## src/sv/nsf_pkg.sv

```systemverilog
// Shared types and constants for the NMEA sentence framer.
// Used by nsf_ctrl, nsf_datapath and nmea_sentence_framer_top; depends on nothing.
`default_nettype none

package nsf_pkg;

	localparam logic [7:0] CHAR_DOLLAR  = 8'h24;
	localparam logic [7:0] CHAR_NEWLINE = 8'h0A;
	localparam int unsigned MIN_GAP     = 2;

	typedef enum logic [1:0] {
		ST_IDLE,
		ST_READ,
		ST_SHOW
	} state_t;

	// Commands from the controller to the datapath.
	typedef struct packed {
		logic accept;      // take the byte on the input channel
		logic start_emit;  // load the read pointer for a sentence
		logic rd_en;       // read the store at the read pointer
		logic advance;     // current output beat was taken
	} cmd_t;

	// Status from the datapath to the controller.
	typedef struct packed {
		logic emit_req;    // input byte ends a sentence long enough to send
		logic at_last;     // read pointer sits on the sentence's final byte
	} status_t;

endpackage

`default_nettype wire

```

## src/sv/nsf_ctrl.sv

```systemverilog
// Controller state machine for the NMEA sentence framer.
// Depends on nsf_pkg for the state, command and status types.
`default_nettype none

module nsf_ctrl (
	input  wire logic             clk,
	input  wire logic             arst_n,
	input  wire logic             rx_valid,
	output logic                  rx_stall,
	output logic                  out_valid,
	input  wire logic             out_stall,
	input  wire nsf_pkg::status_t status,
	output nsf_pkg::cmd_t         cmd
);

	nsf_pkg::state_t state_q;
	nsf_pkg::state_t state_d;

	always_ff @(posedge clk or negedge arst_n) begin
		if (!arst_n) begin
			state_q <= nsf_pkg::ST_IDLE;
		end else begin
			state_q <= state_d;
		end
	end

	always_comb begin
		state_d = state_q;
		case (state_q)
			nsf_pkg::ST_IDLE: begin
				if (rx_valid && status.emit_req) begin
					state_d = nsf_pkg::ST_READ;
				end
			end
			nsf_pkg::ST_READ: begin
				state_d = nsf_pkg::ST_SHOW;
			end
			nsf_pkg::ST_SHOW: begin
				if (!out_stall) begin
					state_d = status.at_last ? nsf_pkg::ST_IDLE : nsf_pkg::ST_READ;
				end
			end
			default: begin
				state_d = nsf_pkg::ST_IDLE;
			end
		endcase
	end

	always_comb begin
		cmd       = '0;
		rx_stall  = 1'b1;
		out_valid = 1'b0;
		case (state_q)
			nsf_pkg::ST_IDLE: begin
				rx_stall       = 1'b0;
				cmd.accept     = rx_valid;
				cmd.start_emit = rx_valid && status.emit_req;
			end
			nsf_pkg::ST_READ: begin
				cmd.rd_en = 1'b1;
			end
			nsf_pkg::ST_SHOW: begin
				out_valid   = 1'b1;
				cmd.advance = !out_stall;
			end
			default: begin
				cmd = '0;
			end
		endcase
	end

endmodule

`default_nettype wire

```

## src/sv/nsf_datapath.sv

```systemverilog
// Datapath of the NMEA sentence framer: line store, fill and start
// counters, read pointer and output register. Depends on nsf_pkg.
`default_nettype none

module nsf_datapath #(
	parameter int unsigned BUFFER_DEPTH = 64
) (
	input  wire logic             clk,
	input  wire logic             arst_n,
	input  wire logic [7:0]       rx_byte,
	input  wire nsf_pkg::cmd_t    cmd,
	output nsf_pkg::status_t      status,
	output logic [7:0]            out_byte,
	output logic                  first_byte,
	output logic                  last_byte
);

	localparam int unsigned AW = $clog2(BUFFER_DEPTH);
	localparam int unsigned CW = $clog2(BUFFER_DEPTH + 1);
	localparam logic [CW-1:0] DEPTH_C = CW'(BUFFER_DEPTH);
	localparam logic [CW-1:0] GAP_C   = CW'(nsf_pkg::MIN_GAP);

	logic [7:0]    store_q [BUFFER_DEPTH];
	logic [CW-1:0] fill_q;
	logic [AW-1:0] start_q;
	logic [AW-1:0] rd_ptr_q;
	logic [AW-1:0] end_q;
	logic          first_q;
	logic [7:0]    rd_data_q;

	logic          eff_empty;
	logic          is_dollar;
	logic          is_newline;
	logic [CW-1:0] gap;
	logic          wr_en;
	logic [AW-1:0] wr_addr;
	logic [CW-1:0] last_idx;

	// A full buffer is flushed before the byte is looked at.
	assign eff_empty  = (fill_q == '0) || (fill_q == DEPTH_C);
	assign is_dollar  = (rx_byte == nsf_pkg::CHAR_DOLLAR);
	assign is_newline = (rx_byte == nsf_pkg::CHAR_NEWLINE);
	assign gap        = fill_q - CW'(start_q);
	assign last_idx   = fill_q - CW'(2);

	assign status.emit_req = !eff_empty && is_newline && (gap > GAP_C);
	assign status.at_last  = (rd_ptr_q == end_q);

	always_comb begin
		wr_en   = 1'b0;
		wr_addr = '0;
		if (cmd.accept) begin
			if (eff_empty) begin
				wr_en = is_dollar;
			end else if (!is_newline) begin
				wr_en   = 1'b1;
				wr_addr = fill_q[AW-1:0];
			end
		end
	end

	always_ff @(posedge clk or negedge arst_n) begin
		if (!arst_n) begin
			fill_q  <= '0;
			start_q <= '0;
		end else if (cmd.accept) begin
			if (eff_empty) begin
				start_q <= '0;
				fill_q  <= is_dollar ? CW'(1) : '0;
			end else if (is_newline) begin
				start_q <= '0;
				fill_q  <= '0;
			end else begin
				if (is_dollar) begin
					start_q <= fill_q[AW-1:0];
				end
				fill_q <= fill_q + CW'(1);
			end
		end
	end

	always_ff @(posedge clk) begin
		if (wr_en) begin
			store_q[wr_addr] <= rx_byte;
		end
		if (cmd.rd_en) begin
			rd_data_q <= store_q[rd_ptr_q];
		end
	end

	// The read pointer walks from the sentence's '$' to the byte before the CR.
	always_ff @(posedge clk or negedge arst_n) begin
		if (!arst_n) begin
			rd_ptr_q <= '0;
			end_q    <= '0;
			first_q  <= 1'b0;
		end else if (cmd.start_emit) begin
			rd_ptr_q <= start_q;
			end_q    <= last_idx[AW-1:0];
			first_q  <= 1'b1;
		end else if (cmd.advance) begin
			rd_ptr_q <= rd_ptr_q + AW'(1);
			first_q  <= 1'b0;
		end
	end

	assign out_byte   = rd_data_q;
	assign first_byte = first_q;
	assign last_byte  = status.at_last;

endmodule

`default_nettype wire

```

## src/sv/nmea_sentence_framer_top.sv

```systemverilog
// NMEA sentence framer: takes received bytes on rx_byte and sends
// framed sentences starting with '$' on out_byte, first_byte, last_byte.
// Each channel moves one beat when its valid is high and its stall is low.
// A byte that does not end a sentence is taken at once and, after a '$'
// has opened a sentence, stored; the block then stays ready for more bytes.
// A newline that closes a long enough sentence starts an emission: each
// byte, the first included, is read from the line store into the output
// register (ST_READ) and then offered there (ST_SHOW); the next byte is
// read only after the previous beat is taken.
// While a sentence is being sent, rx_stall stays high.
// When out_stall is high, the current output beat holds unchanged until
// it is taken; nothing is lost.
// Reset empties the buffer and returns the controller to idle; the store
// itself is not cleared, only entries written since the last '$' are read.
`default_nettype none

module nmea_sentence_framer_top #(
	parameter int unsigned BUFFER_DEPTH = 64
) (
	input  wire logic       clk,
	input  wire logic       arst_n,
	input  wire logic       rx_valid,
	output logic            rx_stall,
	input  wire logic [7:0] rx_byte,
	output logic            out_valid,
	input  wire logic       out_stall,
	output logic [7:0]      out_byte,
	output logic            first_byte,
	output logic            last_byte
);

	nsf_pkg::cmd_t    cmd;
	nsf_pkg::status_t status;

	nsf_ctrl u_ctrl (
		.clk       (clk),
		.arst_n    (arst_n),
		.rx_valid  (rx_valid),
		.rx_stall  (rx_stall),
		.out_valid (out_valid),
		.out_stall (out_stall),
		.status    (status),
		.cmd       (cmd)
	);

	nsf_datapath #(
		.BUFFER_DEPTH (BUFFER_DEPTH)
	) u_datapath (
		.clk        (clk),
		.arst_n     (arst_n),
		.rx_byte    (rx_byte),
		.cmd        (cmd),
		.status     (status),
		.out_byte   (out_byte),
		.first_byte (first_byte),
		.last_byte  (last_byte)
	);

endmodule

`default_nettype wire
```

## config.mk

```make
export PLATFORM = sky130hd
export DESIGN_NAME = nmea_sentence_framer_top
export DESIGN_NICKNAME = d
export VERILOG_FILES = /design/src/sv/nsf_pkg.sv /design/src/sv/nsf_ctrl.sv /design/src/sv/nsf_datapath.sv /design/src/sv/nmea_sentence_framer_top.sv
export SDC_FILE = /design/constraint.sdc
export NUM_CORES = 1
export LEC_CHECK = 0
export BUFFER_PORTS_ARGS = -buffer_cell sky130_fd_sc_hd__buf_2
export CORE_MARGIN = 4
export CORE_UTILIZATION = 45
export CTS_CLUSTER_DIAMETER = 120
export DETAILED_ROUTE_END_ITERATION = 6
export SLEW_MARGIN = 30
export SYNTH_ARGS = -nofsm -noshare
export SYNTH_HDL_FRONTEND = slang
export SYNTH_SLANG_ARGS = --single-unit
```

## constraint.sdc

```tcl
create_clock -name clk -period 4.01 [get_ports clk]
set_input_delay 0.6015 -clock clk [delete_from_list [all_inputs] [get_ports clk]]
set_output_delay 0.6015 -clock clk [all_outputs]
set_load 0.005 [all_outputs]
```

==> flow_metrics.env <==
export IMPL_cts_max_level=2
export IMPL_postCtsHoldBufs=0
export IMPL_core_mm2=0.04795
export IMPL_hold_class="in2async"
export IMPL_rsz0062_at_grt="false"
export IMPL_wl_per_cell_um=27.69
export IMPL_period_minus_slack_ps=3357
export IMPL_maxSlewViolCount=0
export IMPL_clock_skew_ps=24.38
export IMPL_dieArea_mm2=0.05225
export IMPL_period_share_pct=83.72
export IMPL_tns_ps=0
export IMPL_p_clk_share_pct=33.0
export IMPL_vias=11210
export IMPL_cp_data_required_time_ps=4240
export IMPL_cell_internal_pwr_mw=11.43
export IMPL_setup_violations=0
export IMPL_finalInstanceArea_mm2=0.02517
export IMPL_grt_pass1_wl_um=77980
export IMPL_first_iter_violations=1007
export IMPL_avgSynthCellArea_um2=19.48
export IMPL_worst_setup_path_end_kind="flip-flop"
export IMPL_clkSlewWorstSetupHoldPaths_ps=60
export IMPL_synth_seq_area_share_pct=74.51
export IMPL_pwr_share_seq_pct=42.1
export IMPL_ys_seq_elements=548
export IMPL_layout_drive_gt1_share_pct=26.54
export IMPL_leakagePower_nw=8.264
export IMPL_final_util_pct=52.51
export IMPL_syn_inst=1124
export IMPL_syn_nets=1148
export IMPL_cts_resized=0
export IMPL_die_w_um=228.6
export IMPL_overflow=0
export IMPL_crit_path_max_incr_delay_ps=650
export IMPL_status="finished, final reports clean"
export IMPL_fmax_mhz=297.9
export IMPL_clock_latency_ps=600
export IMPL_mappedNetlistArea_mm2=0.02190
export IMPL_root_buffer="clkbuf_16"
export IMPL_totalWireLength_um=52600
export IMPL_cts_sinks=548
export IMPL_cp_slowest_cell="or4b_2"
export IMPL_dp_final_hpwl_um=33200
export IMPL_grt_usage_pct=20.16
export IMPL_fp_dieH_um=228.6
export IMPL_drc=0
export IMPL_grt_pass1_vias=11470
export IMPL_ant_nets=0
export IMPL_synth_warnings=0
export IMPL_cts_buffers=56
export IMPL_arrival_ps=3580
export IMPL_ys_types=56
export IMPL_crit_path_max_fanout=9
export IMPL_synth_edf_count=520
export IMPL_async_flop_share_pct=5.109
export IMPL_viasPerCell=5.898
export IMPL_cp_start_kind="flip-flop"
export IMPL_path_cells="inv_1 > ha_1 > or4b_2 > nor4_1 > a31o_2 > o211ai_1 > buf_4 > nor2_1"
export IMPL_slew_headroom_pct=35.95
export IMPL_rows=80
export IMPL_p_per_area_mw_per_mm2=638.3
export IMPL_finalHoldViolCount=0
export IMPL_diodes=0
export IMPL_post_cts_buffers=0
export IMPL_gp_congestion=0.8342
export IMPL_dpl_cell_area_mm2=0.02328
export IMPL_cts_tree="built"
export IMPL_area_growth_pct=14.97
export IMPL_synthFlopType="edfxtp_1"
export IMPL_worst_slew_pin_transition_ps=958.7
export IMPL_clock_path_buffers=3
export IMPL_grt_max_degree=65
export IMPL_start_util_pct=45.67
export IMPL_ir_drop_mv=0.3692
export IMPL_swShare_pct=28.88
export IMPL_final_net_count=1263
export IMPL_antenna_found_initial=0
export IMPL_worstSetupPathType="reg2reg"
export IMPL_power_share_combinational_pct=24.9
export IMPL_numPortBuffers=23
export IMPL_pin_count=24
export IMPL_drtPass1Iterations=5
export IMPL_drv_cap=0
export IMPL_power_switching_mw=4.642
-- cell usage after synthesis, types with 4 or more instances --
master / instances / area share (%)
nand3_1: 12 / 0.27
nor4_1: 4 / 0.11
a211o_1: 10 / 0.40
dfrtp_1: 28 / 3.2
nand3b_1: 4 / 0.14
nor3_1: 5 / 0.11
nor2_1: 88 / 1.5
mux2_2: 17 / 0.87
a221oi_1: 8 / 0.32
nor2b_1: 4 / 0.11
xnor2_1: 11 / 0.44
buf_2: 17 / 0.39
xor2_1: 10 / 0.40
mux2i_1: 66 / 3.0
a21oi_1: 7 / 0.16
mux4_2: 110 / 11
nand4_1: 9 / 0.26
clkbuf_1: 35 / 0.60
nor3b_1: 7 / 0.24
edfxtp_1: 520 / 71
inv_1: 16 / 0.27
o21ai_0: 21 / 0.48
a2111oi_0: 4 / 0.16
a211oi_1: 11 / 0.38
o221ai_1: 7 / 0.28
ha_1: 11 / 0.63
o22ai_1: 21 / 0.60
nand2_1: 16 / 0.27
-- power by group through the flow --
| stage | sequential [mW] | combinational (mW) | clock (mW) |
|---|---|---|---|
| detailed placement | 6.89 | 4.02 | 0 |
| floorplan | 6.66 | 2.81 | 0 |
| CTS | 6.77 | 4.03 | 5.41 |
| global route | 6.79 | 4.26 | 5.66 |
| finish | 6.76 | 4.00 | 5.30 |
| global placement | 6.88 | 3.98 | 0 |
-- final timing paths --
check	startpoint	end	slack, ps	cells past startpoint
setup / recovery	u_datapath.fill_q[0]	u_datapath.store_q[0][2]	650	8
hold / removal	arst_n	u_datapath.end_q[5]	30	1
setup reg to reg	u_datapath.fill_q[0]	u_datapath.store_q[0][2]	650	8
hold reg to reg	u_datapath.start_q[3]	u_datapath.start_q[3]	490	2
max in group asynchronous	arst_n	u_datapath.rd_ptr_q[1]	3470	1
min in group clk	rx_byte[1]	u_datapath.store_q[20][1]	220	1
-- worst max-delay path: cells and delay by family (launching register included) --
kind,cells,cell delay (ps)
AO/OA/AOI/OAI,2,310
adder cells (fa/ha/maj),1,200
AND/OR/NAND/NOR,3,1570
flip-flops,1,480
buffers and inverters,2,440
-- metal layers --
| layer | track usage, % | part of all wire, % | up-vias |
|---|---|---|---|
| li1 | - | - | 4845 |
| met1 | 28.16 | 43 | 5944 |
| met2 | 31.90 | 48 | 331 |
| met3 | 4.923 | 6.8 | 87 |
| met4 | 5.894 | 2.6 | 0 |
| met5 | 0 | 0 | - |
-- registers in the layout (all words and copies together), names as in the netlist --
signal and flops:
u_datapath.end_q 6, u_ctrl.state_q 2, u_datapath.store_q 512, u_datapath.fill_q 7, u_datapath.out_byte 8, u_datapath.first_byte 1, u_datapath.start_q 6, u_datapath.rd_ptr_q 6
-- layout make-up --
class                      count  area, um2
clock inverter                33      375.4
tap                          615      769.5
fill                        3780      22770
timing repair buffer         113      840.8
multi-input combinational    504       5293
sequential                   548      16330
inverter                      16      60.06
clock buffer                  71       1510
-- stage by stage --
stage / hold WS [ps] / instances / setup slack [ps] / total power, mW
final: 32.47 / 1900 / 653.0 / 16.07
after floorplan: 305.9 / 1124 / 1023 / 9.471
after detailed placement: 473.2 / 1796 / 453.5 / 10.90
after CTS: 26.01 / 1900 / 465.0 / 16.21
after global routing: 61.97 / 1900 / 387.1 / 16.72
after global placement: 468.6 / 1796 / 560.2 / 10.86
-- cell usage in the layout (no fill, tap or decap), types with 5 or more instances in the layout --
cell,instances
o221ai_1,7
clkinv_2,11
clkinv_1,9
nor3b_1,7
mux4_2,110
nand3_1,12
nand2_1,16
clkbuf_16,58
mux2i_1,66
nor2_1,87
o21ai_0,21
edfxtp_1,520
o22ai_1,21
xnor2_1,11
a211o_1,10
a21oi_1,7
dfrtp_1,24
buf_2,23
inv_1,16
ha_1,11
nor3_1,5
bufinv_16,8
mux2_2,17
a221oi_1,8
clkbuf_1,12
nand4_1,9
a211oi_1,11
buf_4,86
xor2_1,10
-- cells by family (layout without fill, tap and decap cells) --
kind of cell	Yosys count	in the layout	share of synthesized area, %
adder cells (fa/ha/maj)	12	12	0.7200
AO/OA/AOI/OAI	107	107	3.531
flip-flops	548	548	74.51
XOR/XNOR	21	21	0.8400
multiplexers	193	193	15.21
buffers and inverters	72	233	1.366
AND/OR/NAND/NOR	171	171	3.823
No activity file was read; power rests on OpenSTA's default activity.
